**config.mk**
```make
export PLATFORM = sky130hd
export DESIGN_NAME = packbits_decoder_6bit
export DESIGN_NICKNAME = d
export VERILOG_FILES = /design/src/hw/rtl/pbd_pkg.sv /design/src/hw/rtl/pbd_ram.sv /design/src/hw/rtl/packbits_decoder_6bit.sv
export SDC_FILE = /design/constraint.sdc
export NUM_CORES = 1
export LEC_CHECK = 0
export ABC_CLOCK_PERIOD_IN_PS = 3400
export BUFFER_PORTS_ARGS = -buffer_cell sky130_fd_sc_hd__buf_4
export CAP_MARGIN = 20
export CORE_MARGIN = 1.5
export CORE_UTILIZATION = 47
export DETAILED_ROUTE_END_ITERATION = 8
export GPL_TIMING_DRIVEN = 0
export PLACE_DENSITY = 0.71
export SYNTH_ARGS = -nofsm -noshare
export SYNTH_HDL_FRONTEND = slang
export SYNTH_SLANG_ARGS = --single-unit
```
**constraint.sdc**
```tcl
create_clock -name clk -period 3.4 [get_ports clk]
set_clock_uncertainty 0.2 [all_clocks]
set_input_delay 0.34 -clock clk [delete_from_list [all_inputs] [get_ports clk]]
set_output_delay 0.34 -clock clk [all_outputs]
set_load 0.1 [all_outputs]
```
**src/hw/rtl/pbd_pkg.sv**
```systemverilog
// shared types and constants for the 6-bit packbits decoder
`default_nettype none

package pbd_pkg;

  localparam int SYM_W       = 6;
  localparam int BYTE_W      = 8;
  localparam int STORE_DEPTH = 32;
  localparam int ACC_W       = BYTE_W + SYM_W - 1;  // up to five leftover bits plus a byte
  localparam int LEFT_W      = SYM_W - 1;
  localparam int CNT_W       = 4;

  localparam logic [SYM_W-1:0] SYM_MASK = 6'h3F;
  localparam logic [SYM_W-1:0] SIGN_BIT = 6'h20;

  typedef struct packed {
    logic [BYTE_W-1:0] in_byte;
    logic              last_byte;
  } in_t;

  typedef struct packed {
    logic [SYM_W-1:0] out_symbol;
    logic             item_last;
  } out_t;

endpackage

`default_nettype wire

```
**src/hw/rtl/pbd_ram.sv**
```systemverilog
// generic single-port-write, single-port-read ram with registered read
`default_nettype none

module pbd_ram #(
  parameter int DATA_W = 6,
  parameter int DEPTH  = 32,
  localparam int ADDR_W = $clog2(DEPTH)
) (
  input  wire logic              clk,
  input  wire logic              wr_en,
  input  wire logic [ADDR_W-1:0] wr_addr,
  input  wire logic [DATA_W-1:0] wr_data,
  input  wire logic              rd_en,
  input  wire logic [ADDR_W-1:0] rd_addr,
  output      logic [DATA_W-1:0] rd_data
);

  logic [DATA_W-1:0] mem [DEPTH];

  always_ff @(posedge clk) begin
    if (wr_en) begin
      mem[wr_addr] <= wr_data;
    end
    if (rd_en) begin
      rd_data <= mem[rd_addr];
    end
  end

endmodule

`default_nettype wire

```
**src/hw/rtl/packbits_decoder_6bit.sv**
```systemverilog
// top level of the streaming packbits decoder over 6-bit symbols
`default_nettype none

// Takes one compressed byte per input transfer and cuts it, together with up to
// five bits left over from earlier bytes, into 6-bit symbols, most significant
// bit first. A header of 0..31 opens a literal run of header+1 symbols that is
// held in a 32-entry store and sent only once complete; a header of -32..-1
// repeats the following symbol 2..33 times. item_last marks the final symbol a
// byte produces; a byte flagged last_byte drops any unfinished run and trailing
// bits. A byte is taken while idle; the shared shifter then cuts one or two
// symbols from it in turn, and then the byte is closed out. A run burst first
// prefetches from the store and then sends one symbol per cycle while
// out_stall is low. in_stall stays high from the transfer until the byte is
// fully done; a result may still sit in the output register when the next
// byte is taken.
module packbits_decoder_6bit
  import pbd_pkg::*;
(
  input  wire logic clk,
  input  wire logic rst_n,
  input  wire logic in_valid,
  output      logic in_stall,
  input  wire in_t  in_data,
  output      logic out_valid,
  input  wire logic out_stall,
  output      out_t out_data
);

  localparam int ADDR_W = $clog2(STORE_DEPTH);

  // sequencer states
  localparam logic [1:0] ST_IDLE = 2'd0;  // waiting for a byte
  localparam logic [1:0] ST_CUT  = 2'd1;  // cut and decode one symbol per cycle
  localparam logic [1:0] ST_PREF = 2'd2;  // prefetch first literal from the store
  localparam logic [1:0] ST_EMIT = 2'd3;  // send one result per cycle while the output register is free

  // decode phases
  localparam logic [1:0] PH_HEADER  = 2'd0;
  localparam logic [1:0] PH_LITERAL = 2'd1;
  localparam logic [1:0] PH_REPEAT  = 2'd2;

  logic [1:0]        state_r, state_nxt;
  logic [1:0]        phase_r, phase_nxt;
  logic [ACC_W-1:0]  acc_r, acc_nxt;
  logic [CNT_W-1:0]  cnt_r, cnt_nxt;
  logic              last_r, last_nxt;
  logic [LEFT_W-1:0] left_r, left_nxt;
  logic [2:0]        left_cnt_r, left_cnt_nxt;
  logic [SYM_W-1:0]  pending_r, pending_nxt;
  logic [SYM_W-1:0]  fill_r, fill_nxt;
  logic [SYM_W-1:0]  emit_len_r, emit_len_nxt;
  logic [SYM_W-1:0]  emit_idx_r, emit_idx_nxt;
  logic              emit_lit_r, emit_lit_nxt;
  logic [SYM_W-1:0]  rep_sym_r, rep_sym_nxt;
  logic              out_valid_r, out_valid_nxt;
  out_t              out_data_r, out_data_nxt;

  logic              in_xfer;
  logic              can_load;
  logic              emit_done;
  logic [2:0]        shamt;
  logic [SYM_W-1:0]  sym;
  logic [SYM_W-1:0]  fill_inc;
  logic [SYM_W-1:0]  idx_inc;
  logic              ram_we;
  logic              ram_re;
  logic [ADDR_W-1:0] ram_raddr;
  logic [SYM_W-1:0]  ram_rdata;

  assign in_stall  = (state_r != ST_IDLE);
  assign in_xfer   = in_valid && !in_stall;
  assign out_valid = out_valid_r;
  assign out_data  = out_data_r;

  // output register is free when empty or being taken this cycle
  assign can_load = !out_valid_r || !out_stall;

  // shared shifter: pick the six bits just below the valid count
  assign shamt = 3'(cnt_r - CNT_W'(SYM_W));
  assign sym   = SYM_W'(acc_r >> shamt) & SYM_MASK;

  assign fill_inc  = fill_r + SYM_W'(1);
  assign idx_inc   = emit_idx_r + SYM_W'(1);
  assign emit_done = (emit_idx_r == emit_len_r - SYM_W'(1));

  // a symbol that emits leaves the decoder expecting a header, so the second
  // symbol of the byte never emits and every burst ends the byte's results
  assign ram_we    = (state_r == ST_CUT) && (cnt_r >= CNT_W'(SYM_W)) &&
                     (phase_r == PH_LITERAL);
  assign ram_re    = (state_r == ST_PREF) || ((state_r == ST_EMIT) && can_load);
  assign ram_raddr = (state_r == ST_PREF) ? '0 : idx_inc[ADDR_W-1:0];

  pbd_ram #(
    .DATA_W (SYM_W),
    .DEPTH  (STORE_DEPTH)
  ) u_store (
    .clk     (clk),
    .wr_en   (ram_we),
    .wr_addr (fill_r[ADDR_W-1:0]),
    .wr_data (sym),
    .rd_en   (ram_re),
    .rd_addr (ram_raddr),
    .rd_data (ram_rdata)
  );

  always_comb begin
    state_nxt     = state_r;
    phase_nxt     = phase_r;
    acc_nxt       = acc_r;
    cnt_nxt       = cnt_r;
    last_nxt      = last_r;
    left_nxt      = left_r;
    left_cnt_nxt  = left_cnt_r;
    pending_nxt   = pending_r;
    fill_nxt      = fill_r;
    emit_len_nxt  = emit_len_r;
    emit_idx_nxt  = emit_idx_r;
    emit_lit_nxt  = emit_lit_r;
    rep_sym_nxt   = rep_sym_r;
    out_valid_nxt = out_valid_r;
    out_data_nxt  = out_data_r;

    // output register drains independently of the sequencer
    if (out_valid_r && !out_stall) begin
      out_valid_nxt = 1'b0;
    end

    case (state_r)
      ST_IDLE: begin
        if (in_xfer) begin
          // bits above the valid count are never selected, so no masking
          acc_nxt   = {left_r, in_data.in_byte};
          cnt_nxt   = CNT_W'(left_cnt_r) + CNT_W'(BYTE_W);
          last_nxt  = in_data.last_byte;
          state_nxt = ST_CUT;
        end
      end

      ST_CUT: begin
        if (cnt_r >= CNT_W'(SYM_W)) begin
          cnt_nxt = cnt_r - CNT_W'(SYM_W);
          case (phase_r)
            PH_LITERAL: begin
              fill_nxt = fill_inc;
              if (fill_inc >= pending_r) begin
                emit_len_nxt = pending_r;
                emit_lit_nxt = 1'b1;
                emit_idx_nxt = '0;
                phase_nxt    = PH_HEADER;
                pending_nxt  = '0;
                fill_nxt     = '0;
                state_nxt    = ST_PREF;
              end
            end
            PH_REPEAT: begin
              emit_len_nxt = pending_r;
              emit_lit_nxt = 1'b0;
              emit_idx_nxt = '0;
              rep_sym_nxt  = sym;
              phase_nxt    = PH_HEADER;
              pending_nxt  = '0;
              state_nxt    = ST_PREF;
            end
            default: begin
              // header; the unused phase code also lands here
              if ((sym & SIGN_BIT) != '0) begin
                // count = 1 - (sym - 64), range 2..33
                pending_nxt = SYM_W'(7'd65 - {1'b0, sym});
                phase_nxt   = PH_REPEAT;
              end else begin
                pending_nxt = sym + SYM_W'(1);
                fill_nxt    = '0;
                phase_nxt   = PH_LITERAL;
              end
            end
          endcase
        end else begin
          // close out the byte
          left_nxt     = acc_r[LEFT_W-1:0];
          left_cnt_nxt = cnt_r[2:0];
          if (last_r) begin
            left_nxt     = '0;
            left_cnt_nxt = '0;
            phase_nxt    = PH_HEADER;
            pending_nxt  = '0;
            fill_nxt     = '0;
          end
          state_nxt = ST_IDLE;
        end
      end

      ST_PREF: begin
        state_nxt = ST_EMIT;
      end

      ST_EMIT: begin
        if (can_load) begin
          out_valid_nxt           = 1'b1;
          out_data_nxt.out_symbol = emit_lit_r ? ram_rdata : rep_sym_r;
          out_data_nxt.item_last  = emit_done;
          emit_idx_nxt            = idx_inc;
          if (emit_done) begin
            state_nxt = ST_CUT;
          end
        end
      end

      default: begin
        state_nxt = ST_IDLE;
      end
    endcase
  end

  always_ff @(posedge clk) begin
    if (!rst_n) begin
      state_r     <= ST_IDLE;
      phase_r     <= PH_HEADER;
      left_r      <= '0;
      left_cnt_r  <= '0;
      pending_r   <= '0;
      fill_r      <= '0;
      out_valid_r <= 1'b0;
    end else begin
      state_r     <= state_nxt;
      phase_r     <= phase_nxt;
      left_r      <= left_nxt;
      left_cnt_r  <= left_cnt_nxt;
      pending_r   <= pending_nxt;
      fill_r      <= fill_nxt;
      out_valid_r <= out_valid_nxt;
    end
  end

  // payload and working registers, no reset needed
  always_ff @(posedge clk) begin
    acc_r      <= acc_nxt;
    cnt_r      <= cnt_nxt;
    last_r     <= last_nxt;
    emit_len_r <= emit_len_nxt;
    emit_idx_r <= emit_idx_nxt;
    emit_lit_r <= emit_lit_nxt;
    rep_sym_r  <= rep_sym_nxt;
    out_data_r <= out_data_nxt;
  end

endmodule

`default_nettype wire

```
==> metrics.csv <==
stage,metric,value,unit
clock_network,root_buffer,clkbuf_16,
floorplanning,die_h,161,um
critical_path,crit_buf_inv,1,
min_path,hold_class,input port to register,
placement,pre_cts_slack,-0.241,ns
grt,antenna_found_initial,0,
sta,rsz0062_at_grt,yes,
critical_path,worstSetupStartpoint,cnt_r[1],
synth,syn-cell-area,11700,sq um
synth,synth_edf_count,242,
placement,placed_area,12400,sq um
critical_path,critPathSlowestCell,nand3_1,
synth,yosysTopAreaCellShare,62.0,%
sta,max_freq,302,MHz
cells_and_area,post-route-util,55.4,%
sta,setup_violations,0,
min_path,hold_depth,3,
floorplanning,die_area,25900,sq um
placement,io_buffer_count,21,
cells_and_area,n_antenna_cell,0,
placement,place_hpwl,17.9,mm
cells_and_area,stdcell_count,1280,
floorplanning,rows,57,
floorplanning,die_x,161,um
critical_path,critPathArrivalTime,3.28,ns
pwr,vdd_drop_max,0.526,mV
clock_network,cts_buffers,28,
route,viasPerCell,5.78,
grt,grt_pass1_vias,7361,
clock_network,cts_tree,built,
synth,ys_seq_area_share,66.3,%
cells_and_area,finalInstanceArea,13500,sq um
synth,avgSynthCellArea,13.5,sq um
critical_path,crit_family,simple AND/OR/NAND/NOR gates,
sta,worst_slew_margin_rel,41.7,%
synth,synth_flop_cell,edfxtp_1,
cells_and_area,drive_gt1_share,13.0,%
sta,setup_slack,0.0884,ns
floorplanning,core,24400,sq um
critical_path,reg2reg_slack,0.09,ns
grt,grtUsageTotal,21.5,%
synth,synth_seq_cells,267,
route,dr_total_vias,7392,
critical_path,r2r-end,u_store.mem[14][0],
pwr,power,10.2,mW
critical_path,critPathCaptureType,register,
route,ant_nets,0,
pwr,p_leak,4.53,nW
clock_network,h-tree-depth,1,
sta,period_needed,3.31,ns
synth,ys_top_cells_by_count,"edfxtp_1, nand2_1, nor2_1",
clock_network,cts_num_sinks,267,
cells_and_area,area_delta_synth_final,15.3,%
sta,worst_slew_pin_slew,0.875,ns
critical_path,start_kind,register,
critical_path,criticalPathCategory,register to register,
critical_path,required,3.37,ns
route,drt-total-wl,27.5,mm
route,first_iter_violations,717,
job,drv_cap,0,
synth,async_flop_share,0,%
synth,synth.area.top_cells,"edfxtp_1, dfxtp_1, a211oi_1",
critical_path,ff2ff_path_depth,5,
floorplanning,ioPinCount,22,
critical_path,cpPeakStageDelay,0.66,ns
clock_network,clockBufferDepth,3,
grt,grt_max_degree,37,
placement,gp_congestion,0.863,
synth,synth_cell_types,55,
critical_path,crit_path_frequent_cell,nor2_1,
clock_network,insertion_delay,0.55,ns
grt,grt_pass1_wl,42.2,mm
synth,syn_inst,867,
critical_path,rr_startpoint,cnt_r[1],
critical_path,critical_path_cell_count,5,
sta,min_period_over_period,97.4,%
route,wire_per_inst,21.5,um
route,route.detailed.drc,0,
cells_and_area,nNetsFinal,970,
status,status,completed,
synth,syn_nets,903,
route,drtPass1Iterations,5,
pwr,power_density,756,nW/um^2
synth,synthMostInstantiatedCell,edfxtp_1,
critical_path,crit_chain,"buf_2, a21oi_2, nor2_1, nand3_1, nor2_1",
placement,placedCellCount,1217,
critical_path,crit_path_end,u_store.mem[14][0],
sta,slew_violations,0,
synth,synth_area_leader_cell,edfxtp_1,
floorplanning,start_util,48.0,%
clock_network,clk_pin_slew_worst_paths,0.06,ns
grt,overflow,0,
synth,ys_warn_count,0,
critical_path,crit_path_max_fanout,11,
sta,final_hold_viol_count,0,
## cells in the final DEF, fill, tap and decap left out, types with 4 or more instances in the layout
master | Yosys | routed
xnor2_1 | 7 | 7
clkbuf_16 | 0 | 28
a221oi_1 | 12 | 12
mux2i_1 | 18 | 17
xor2_1 | 9 | 9
a211oi_1 | 49 | 49
nor2_1 | 60 | 59
a21oi_1 | 24 | 24
a21o_1 | 8 | 8
clkbuf_1 | 33 | 34
nor3b_1 | 8 | 8
inv_1 | 28 | 27
ha_1 | 23 | 21
nand3_1 | 21 | 20
o22ai_1 | 12 | 12
buf_16 | 0 | 4
mux4_2 | 8 | 8
edfxtp_1 | 242 | 242
clkinv_2 | 0 | 7
nand2b_1 | 5 | 5
a311oi_1 | 12 | 12
mux2_2 | 9 | 9
a31oi_1 | 26 | 25
nor3_1 | 5 | 5
o31ai_1 | 5 | 5
buf_4 | 1 | 24
a22oi_1 | 5 | 5
dfxtp_1 | 25 | 25
dlygate4sd3_1 | 0 | 11
buf_2 | 13 | 13
mux4_1 | 6 | 6
o21ai_0 | 8 | 8
nor2b_1 | 55 | 55
nand2_1 | 86 | 86
## through the flow
step / setup TNS (ns) / hold slack (ns)
2_1_floorplan: 0 / 0.209
3_3_place_gp: -3.70 / 0.213
3_5_place_dp: -1.69 / 0.215
4_1_cts: 0 / 0.0290
5_1_grt: -2.10 / 0.0661
6_report: 0 / 0.0462
## how the worst min path moves through the flow
stage | from | endpoint | slack (ns)
2_1_floorplan | left_r[2] | acc_r[10] | 0.21
6_report | in_valid | cnt_r[0] | 0.05
3_5_place_dp | left_r[0] | acc_r[8] | 0.21
3_3_place_gp | left_r[4] | acc_r[12] | 0.21
4_1_cts | in_valid | cnt_r[0] | 0.03
5_1_grt | in_valid | cnt_r[0] | 0.07
## cell type report
type	count	area, sq um
Fill cell	2002	10900
Sequential cell	267	7770
Clock buffer	36	761
Inverter	28	109
Tap cell	324	405
Clock inverter	16	169
Timing Repair Buffer	38	393
Buffer	49	229
Multi-Input combinational cell	521	3670
Timing Repair inverter	1	5.00
## report_power, final
group	total, mW	switching (mW)	internal, mW
Clock	3.05	1.24	1.81
Combinational	2.78	1.88	0.905
Sequential	4.37	0.0812	4.29
Total	10.2	3.20	7.00
## sequential cells by signal, indices dropped and copies added, names as in the netlist
signal,flops
left_cnt_r,3
phase_r,2
left_r,5
last_r,1
state_r,2
emit_lit_r,1
rep_sym_r,6
u_store.mem,192
pending_r,6
out_data,7
cnt_r,4
out_valid,1
fill_r,6
emit_idx_r,6
u_store.rd_data,6
acc_r,13
emit_len_r,6
## worst min-delay path, stage by stage
cell     delay [ns]
buf_4          0.08
nand2_1        0.10
nor2_1         0.12
## cells by family (layout without fill, tap and decap cells)
logic type / Yosys count / after routing / share of synthesized area, %
AOI/OAI and AO/OA: 178 / 178 / 10.7
xor gates and xnor gates: 17 / 17 / 1.34
adders and majority gates: 23 / 23 / 2.46
buffers and inverters: 80 / 168 / 2.94
DFF: 267 / 267 / 66.3
muxes: 44 / 45 / 5.74
and+or+nand+nor: 258 / 258 / 10.5
## per-layer routing
metal | global-route usage [%] | part of all wire [%] | vias up
met5 | 0 | 0 | -
met4 | 6.52 | 2.6 | 0
met3 | 4.62 | 8.0 | 47
met2 | 35.6 | 48 | 312
met1 | 28.6 | 42 | 3591
li1 | - | - | 3442
## timing repair
action	4_1_cts	5_1_grt
gates cloned	2	0
setup endpoints to repair	19	100
hold buffers	11	0
gates resized for setup	7	6
pin swaps	0	0
endpoints found under the hold margin	13	0
buffers inserted	1	0
Note: power is estimated with default switching activity, not from simulation.
